$ cat src/design/pos_pkg.sv
// shared types, constants and helpers for the pyramid occupancy score block
`default_nettype none
package pos_pkg;

  // fixed field widths
  localparam int unsigned COORD_W   = 16;
  localparam int unsigned DIM_W     = 16;
  localparam int unsigned CLVL_W    = 3;
  localparam int unsigned SCORE_W   = 13;
  localparam int unsigned DROP_W    = 16;
  localparam int unsigned LVL_W     = 5;
  localparam int unsigned LVX_W     = 6;

  // saturation limits
  localparam logic [SCORE_W-1:0] SCORE_MAX = {SCORE_W{1'b1}};
  localparam logic [DROP_W-1:0]  DROP_MAX  = {DROP_W{1'b1}};

  // register reset values
  localparam logic [DIM_W-1:0]  MAX_DIM_RST      = 16'd4096;
  localparam logic [CLVL_W-1:0] COUNT_LEVELS_RST = 3'd5;

  // configuration register indexes
  localparam int unsigned CFG_IDX_W = 2;
  localparam logic [CFG_IDX_W-1:0] CFG_MAX_DIM      = 2'd0;
  localparam logic [CFG_IDX_W-1:0] CFG_COUNT_LEVELS = 2'd1;

  // per-level control from the top level to one occupancy slot
  typedef struct packed {
    logic take;   // a point marks this level, read its row now
    logic clear;  // the set ends at this edge
  } pos_ctl_t;

  // smallest t with 2^t >= dim, 0 for dim 0 or 1
  function automatic logic [LVL_W-1:0] top_level(input logic [DIM_W-1:0] dim);
    logic [DIM_W-1:0] d;
    logic [LVL_W-1:0] t;
    d = dim - DIM_W'(1);
    t = '0;
    if (dim > DIM_W'(1)) begin
      for (int i = 0; i < DIM_W; i++) begin
        if (d[i]) begin
          t = LVL_W'(i + 1);
        end
      end
    end
    return t;
  endfunction

endpackage
`default_nettype wire

$ cat src/design/pos_slot.sv
// occupancy bitmap and distinct cell count of one relative pyramid level
`default_nettype none
module pos_slot
  import pos_pkg::*;
#(
  parameter int unsigned SIDE  = 6,
  parameter int unsigned CNT_W = 13
) (
  input  wire logic              clk,
  input  wire logic              rst_n,
  input  wire pos_ctl_t          ctl,
  input  wire logic [((SIDE > 0) ? SIDE : 1)-1:0] rd_row,
  input  wire logic [((SIDE > 0) ? SIDE : 1)-1:0] rd_col,
  output logic      [CNT_W-1:0]  cnt_nxt
);

  localparam int unsigned IDX_W = (SIDE > 0) ? SIDE : 1;
  localparam int unsigned ROWS  = 1 << SIDE;
  localparam int unsigned WORD  = 1 << SIDE;

  // row memory, one bit per cell
  logic [WORD-1:0] mem [ROWS];
  logic [ROWS-1:0] row_vld_r;

  logic             act_r;
  logic [IDX_W-1:0] row_r;
  logic [IDX_W-1:0] col_r;
  logic [WORD-1:0]  rd_word_r;
  logic             vld_r;
  logic             byp_r;
  logic [WORD-1:0]  byp_word_r;
  logic [CNT_W-1:0] count_r;

  logic [WORD-1:0]  base;
  logic [WORD-1:0]  wr_word;
  logic             hit;
  logic             wr;

  // current row contents: forwarded write, stored row, or empty
  always_comb begin
    if (byp_r) begin
      base = byp_word_r;
    end else if (vld_r) begin
      base = rd_word_r;
    end else begin
      base = '0;
    end
    hit     = base[col_r[$clog2(WORD > 1 ? WORD : 2)-1:0] & ($clog2(WORD > 1 ? WORD : 2))'(WORD - 1)];
    wr      = act_r && !hit;
    wr_word = base | (WORD'(1) << col_r);
  end

  assign cnt_nxt = count_r + CNT_W'(wr);

  // row read at acceptance, with forwarding from the write at the same edge
  always_ff @(posedge clk) begin
    if (ctl.take) begin
      rd_word_r  <= mem[rd_row];
      row_r      <= rd_row;
      col_r      <= rd_col;
      vld_r      <= row_vld_r[rd_row] && !ctl.clear;
      byp_r      <= wr && (row_r == rd_row) && !ctl.clear;
      byp_word_r <= wr_word;
    end
  end

  // marking write
  always_ff @(posedge clk) begin
    if (wr) begin
      mem[row_r] <= wr_word;
    end
  end

  // control state: active flag, row valid bits and count
  always_ff @(posedge clk) begin
    if (!rst_n) begin
      act_r     <= 1'b0;
      row_vld_r <= '0;
      count_r   <= '0;
    end else begin
      act_r <= ctl.take;
      if (ctl.clear) begin
        row_vld_r <= '0;
        count_r   <= '0;
      end else begin
        if (wr) begin
          row_vld_r[row_r] <= 1'b1;
        end
        count_r <= cnt_nxt;
      end
    end
  end

endmodule
`default_nettype wire

$ cat config.mk
export PLATFORM = sky130hd
export DESIGN_NAME = pos_slot
export DESIGN_NICKNAME = d
export VERILOG_FILES = /design/src/design/pos_pkg.sv /design/src/design/pos_slot.sv
export SDC_FILE = /design/constraint.sdc
export NUM_CORES = 2
export LEC_CHECK = 0
export ABC_CLOCK_PERIOD_IN_PS = 20800
export BUFFER_PORTS_ARGS = -buffer_cell sky130_fd_sc_hd__clkbuf_2
export CORE_MARGIN = 2
export CORE_UTILIZATION = 27
export CTS_BUF_LIST = sky130_fd_sc_hd__clkbuf_16
export CTS_CLUSTER_DIAMETER = 80
export DETAILED_ROUTE_END_ITERATION = 12
export PLACE_DENSITY_LB_ADDON = 0.12
export SETUP_SLACK_MARGIN = 0.1
export SYNTH_ARGS = -nofsm -noshare
export SYNTH_HDL_FRONTEND = slang
export SYNTH_SLANG_ARGS = --single-unit
$ cat constraint.sdc
create_clock -name clk -period 20.8 [get_ports clk]
set_input_delay 4.16 -clock clk [delete_from_list [all_inputs] [get_ports clk]]
set_output_delay 4.16 -clock clk [all_outputs]
set_load 0.01 [all_outputs]
# Word-level counts from Yosys, hierarchy flattened
# Memory sizes are Yosys's and may differ from the RTL's. A register that Yosys moved wholly into a read port is not among the register bits.
# Index checks and enable logic that the tools add are counted.
# totals
register_bits	156
mem_bits_rw	4096
input_bits	16
out_inout_bits	13
elab_cells	37
mem_count	1
# mem_list
name	depth	width	read_ports	rd_clocked_by_memory_dff	wr	line	source
mem	64	64	1	1	1	pos_slot.sv:22	logic [WORD-1:0] mem [ROWS];
# op_classes
add_sub_neg	1
magnitude_cmp	4
n_eq_ne	1
shifts	1
mux	10
n_bitwise	3
reduce_logical	8
# op_table
op	count
2-to-1 mux 64 bit	2
OR 64 bit	2
left shift 1 x 6 -> 64 bit (first input constant)	1
less-than comparator 6 x 7 -> 1 bit (second input constant)	3
adder 13 x 1 -> 13 bit	1
binary-select mux 1 bit (select 6 bit)	2
demux 1 bit (select 6 bit)	1
== test 6 bit	1
greater-or-equal comparator 6 x 1 -> 1 bit (second input constant)	1
logical AND 1 bit	5
2-to-1 mux 1 bit	5
zero test 1 bit	2
OR reduction 2 bit	1
inverter 1 bit	1

# Logic depth before layout (Yosys ltp)
# depth
word_depth	8
mapped_depth	15

# Worst setup path after synthesis
# OpenSTA, ideal clock, no wires.
# synth_path
path_type	register -> register
startpoint	register vld_r
endpoint	memory mem[0][0] (netlist name) (enable)
setup_time_ps	565
arrival_time_ps	6674
path_slack_ps	13561
stages_incl_launch_ff	11
period_less_slack_ps	7239
path_cell_list	edfxtp_1 -> nor2b_1 -> buf_2 -> buf_6 -> a22o_1 -> a2111oi_0 -> a211oi_1 -> nor4_4 -> a32oi_4 -> buf_2 -> nor3_1
# synth_between
elab_chain_len	8
# synth_rtl
element	line	source
from (decl)	pos_slot.sv:29	logic vld_r;
from (signal assigned)	pos_slot.sv:61	vld_r <= row_vld_r[rd_row] && !ctl.clear;
2-to-1 mux 64 bit	pos_slot.sv:43	end else if (vld_r) begin
2-to-1 mux 64 bit	pos_slot.sv:41	if (byp_r) begin
binary-select mux 1 bit (select 6 bit)	pos_slot.sv:48	hit = base[col_r[$clog2(WORD > 1 ? WORD : 2)-1:0] & ($clog2(WORD > 1 ? WORD : 2))'(WORD - 1)];
2-to-1 mux 1 bit	pos_slot.sv:48	
zero test 1 bit	pos_slot.sv:49	wr = act_r && !hit;
logical AND 1 bit	pos_slot.sv:49	
2-to-1 mux 1 bit	pos_slot.sv:69	if (wr) begin
2-to-1 mux 1 bit (implied by the code)	pos_slot.sv:70	mem[row_r] <= wr_word;
to (decl)	pos_slot.sv:22	
# No other way between the ends. The select of a mux whose other input is x is not followed.

# Worst setup path after layout
# layout_path
startpoint	register byp_r
endpoint	output cnt_nxt[12]
# layout_between
elab_chain_len	6
# layout_rtl
element	line	source
from (decl)	pos_slot.sv:30	logic byp_r;
from (signal assigned)	pos_slot.sv:62	byp_r <= wr && (row_r == rd_row) && !ctl.clear;
2-to-1 mux 64 bit	pos_slot.sv:41	
binary-select mux 1 bit (select 6 bit)	pos_slot.sv:48	
2-to-1 mux 1 bit	pos_slot.sv:48	
zero test 1 bit	pos_slot.sv:49	
logical AND 1 bit	pos_slot.sv:49	
adder 13 x 1 -> 13 bit	pos_slot.sv:53	assign cnt_nxt = count_r + CNT_W'(wr);
to (decl)	pos_slot.sv:14	output logic [CNT_W-1:0] cnt_nxt
# No other way between the ends. The select of a mux whose other input is x is not followed.

==> parameters.txt <==
Parameter                              Value

Timing
  Setup_tns    0 ns
  Final period util    50.15%
  Worst-margin pin slew    1.333 ns
  Final max-slew violation count    0
  Max frequency    95.86 MHz
  Setup-failing EPs final    0
  Slew HR    11.13%
  Final period demand of the worst path    10.43 ns
  Final Hold Viols    0
  Worst Clk Skew    0.1036 ns
  Setup repair after global routing missed its margin    false

Cells and area
  Non-Filler Cell Area, Final    192300 sq um
  Total number of nets in the final design    7063
  Most frequent cells in the layout    4238 x edfxtp_1, 1365 x mux4_2, 476 x clkbuf_16
  FILL cells    57810
  Sequential cell area in the final layout    128800 sq um
  Fraction of layout instances using a drive strength above 1    33.86%
  Most common cell after layout, fill and taps aside    edfxtp_1
  Area growth, synth to finish    16.64%
  Area occupied by multi-input gates    35290 sq um

Route
  Count of TritonRoute iterations in the first routing pass    6
  Post-detailed-route DRC marker count    0
  Detailed-route wire length per cell    36.15 microns
  1st-iter DRT viols    9722
  Routed wire length    561800 microns
  Via count    76990
  DRT antenna net count    0
  Vias per cell    4.954

Place
  Weighted congestion at the end of routability-driven global placement    0.7732
  Half-perimeter wire length after placement    280900 microns
  Port Buffers    28
  Placed Instance Area    177200 sq um

Clock tree
  Buffers from clock root to sink, at most    4
  Clock tree from TritonCTS    built
  Resize count post-CTS    0
  Cell at the root of the clock tree    clkbuf_16
  Inserted Clock Buffers    473
  CTS HTree Levels    5
  Hold bufs inserted after CTS    0
  CTS sink cnt    4316
  Clock transition at the registers of the reported paths    0.06 ns
  Post-CTS Setup Bufs    0
  Latest clock arrival within the worst-skew pair    1.08 ns

Worst hold path
  Type of the tightest min-delay check    reg2reg

Die
  Core Region    609700 sq um
  Die Wd    785.4 microns
  Total number of placement rows    287
  Die Y    785.4 microns
  Total Die Area    616900 sq um
  Starting utilization of the core area    27.04%
  Number of top-level pins    29

GRT
  Remaining global-route overflow    0
  Total track usage    17.93%
  Met2 Resource Use GR    31.01%
  Number of global-route vias before repair    79980
  Global-route layer with the greatest usage    met2
  Antenna violations before repair    67
  Maximum number of pins on one net before global-route repair    116
  Met3 routing resource usage after global routing    2.091%
  First-pass GRT wire length    747400 microns
  Met1 Track Usage GR    24.42%

Synth
  Proportion of netlist area held by the largest area contributor    77.19%
  Count of flip-flops with a built-in enable after synthesis    4238
  Most used flip-flop cell after synthesis    edfxtp_1
  Warning count from the yosys run    0
  Number of standard cells after synthesis    6620
  Largest cells by area after synthesis    edfxtp_1 77%, mux4_2 19%, dfxtp_1 0.95%, clkbuf_1 0.53%, o31ai_2 0.42%
  Largest area contributor in the synthesized netlist    edfxtp_1
  Yosys reg bits    4316
  Synth Net Count    6639
  Sequential element share of the synthesized area    78.14%
  Async SR Flop Fraction    0%
  Distinct cell type count after synthesis    49
  Avg Synthesized Cell Area    24.90 sq um
  Mapped cell area    164900 sq um

Run
  Maximum capacitance violations    0

Pwr
  Cell leakage power    58.90 nW
  Total design power    18.89 mW
  Maximum vdd drop    0.00007154 V
  Cell Pwr Density    98.24 nW/um^2

Worst setup path
  Worst path required time    16.64 ns
  CP Data Arrival Time    6.27 ns
  Worst Setup Path Type    reg2out
  Type of origin of the critical path    flop
  Crit-path max FO    85
  Category of the worst setup path capture point    output port

Run status
  Result of the run    complete, no violations
[flip-flops by register name, summed over array words and instances, names as in the netlist]
signal	count
mem	4096
byp_word_r	64
rd_word_r	64
row_vld_r	64
count_r	13
col_r	6
row_r	6
act_r	1
byp_r	1
vld_r	1
[final timing paths]
kind / start / end / slack, ns / depth (start not counted)
hold reg to reg: row_vld_r[63] / row_vld_r[63] / 0.45 / 2
setup reg to reg: byp_r / mem[12][63] / 13.61 / 14
setup / recovery: byp_r / cnt_nxt[12] / 10.37 / 13
hold / removal: row_vld_r[63] / row_vld_r[63] / 0.45 / 2
[stage by stage]
step / setup WS [ns] / hold WS (ns) / util [%] / cells
after CTS: 10.12 / 0.4572 / 31.53 / 15530
after detailed placement: 11.30 / 0.4432 / 29.06 / 14660
after floorplan: 13.56 / 0.4196 / - / 6620
final: 10.37 / 0.4547 / 31.54 / 15540
after global routing: 9.925 / 0.4763 / 31.54 / 15540
after global placement: 11.22 / 0.4288 / 29.06 / 14660
[Yosys cell counts, types with 14 or more instances]
library cell and instances:
buf_2 85, nand2_1 128, dfxtp_1 78, o211ai_1 25
buf_1 54, a22oi_1 17, o31ai_2 56, nand2b_1 16
o21ai_0 25, nand3b_1 20, nor3_1 52, nor2_1 22
o221ai_1 14, a21oi_1 17, clkbuf_1 234, a22o_1 15
edfxtp_1 4238, mux4_2 1365, nand3_1 14, and2_1 17
o21bai_1 15
[critical path, stage by stage (launching register included)]
cell and delay [ns]:
edfxtp_1 0.33, buf_4 0.68, nand2b_1 0.76, nor2_1 0.26
a221oi_1 0.41, a211oi_1 0.18, nor4_4 0.52, mux2i_1 0.19
nor2b_1 0.61, ha_1 0.38, ha_1 0.25, and4_1 0.23
xor2_1 0.20, clkbuf_2 0.18
[routing by layer]
| layer | part of all wire [%] | vias to the layer above |
|---|---|---|
| met5 | 0 | - |
| met4 | 2.1 | 0 |
| met3 | 5.0 | 616 |
| met2 | 50 | 2454 |
| met1 | 43 | 44040 |
| li1 | - | 29880 |
[cell type report]
cell class / count / share of cell area [%]
antenna: 6 / 0.007808
clock buffer: 476 / 6.194
clock inverter: 398 / 1.658
inverter: 10 / 0.01952
multi-input combinational: 1913 / 18.35
sequential: 4316 / 66.99
tap: 8092 / 5.265
timing repair buffer: 330 / 1.515
[cell families after synthesis]
| kind of cell | count (synthesis) | synth area share [%] |
|---|---|---|
| DFF | 4316 | 78.14 |
| muxes | 1366 | 18.65 |
| buffers and inverters | 391 | 0.9866 |
| and+or+nand+nor | 301 | 0.9084 |
| AOI/OAI and AO/OA | 226 | 1.204 |
| xor gates and xnor gates | 17 | 0.09031 |
| adders and majority gates | 3 | 0.02277 |
[report_power, final]
part | switching, mW | leakage, nW | internal, mW
Sequential | 0.0509 | 39.4 | 9.68
Clock | 3.54 | 7.85 | 4.69
Combinational | 0.586 | 11.6 | 0.336
(Power assumes the default switching activity.)
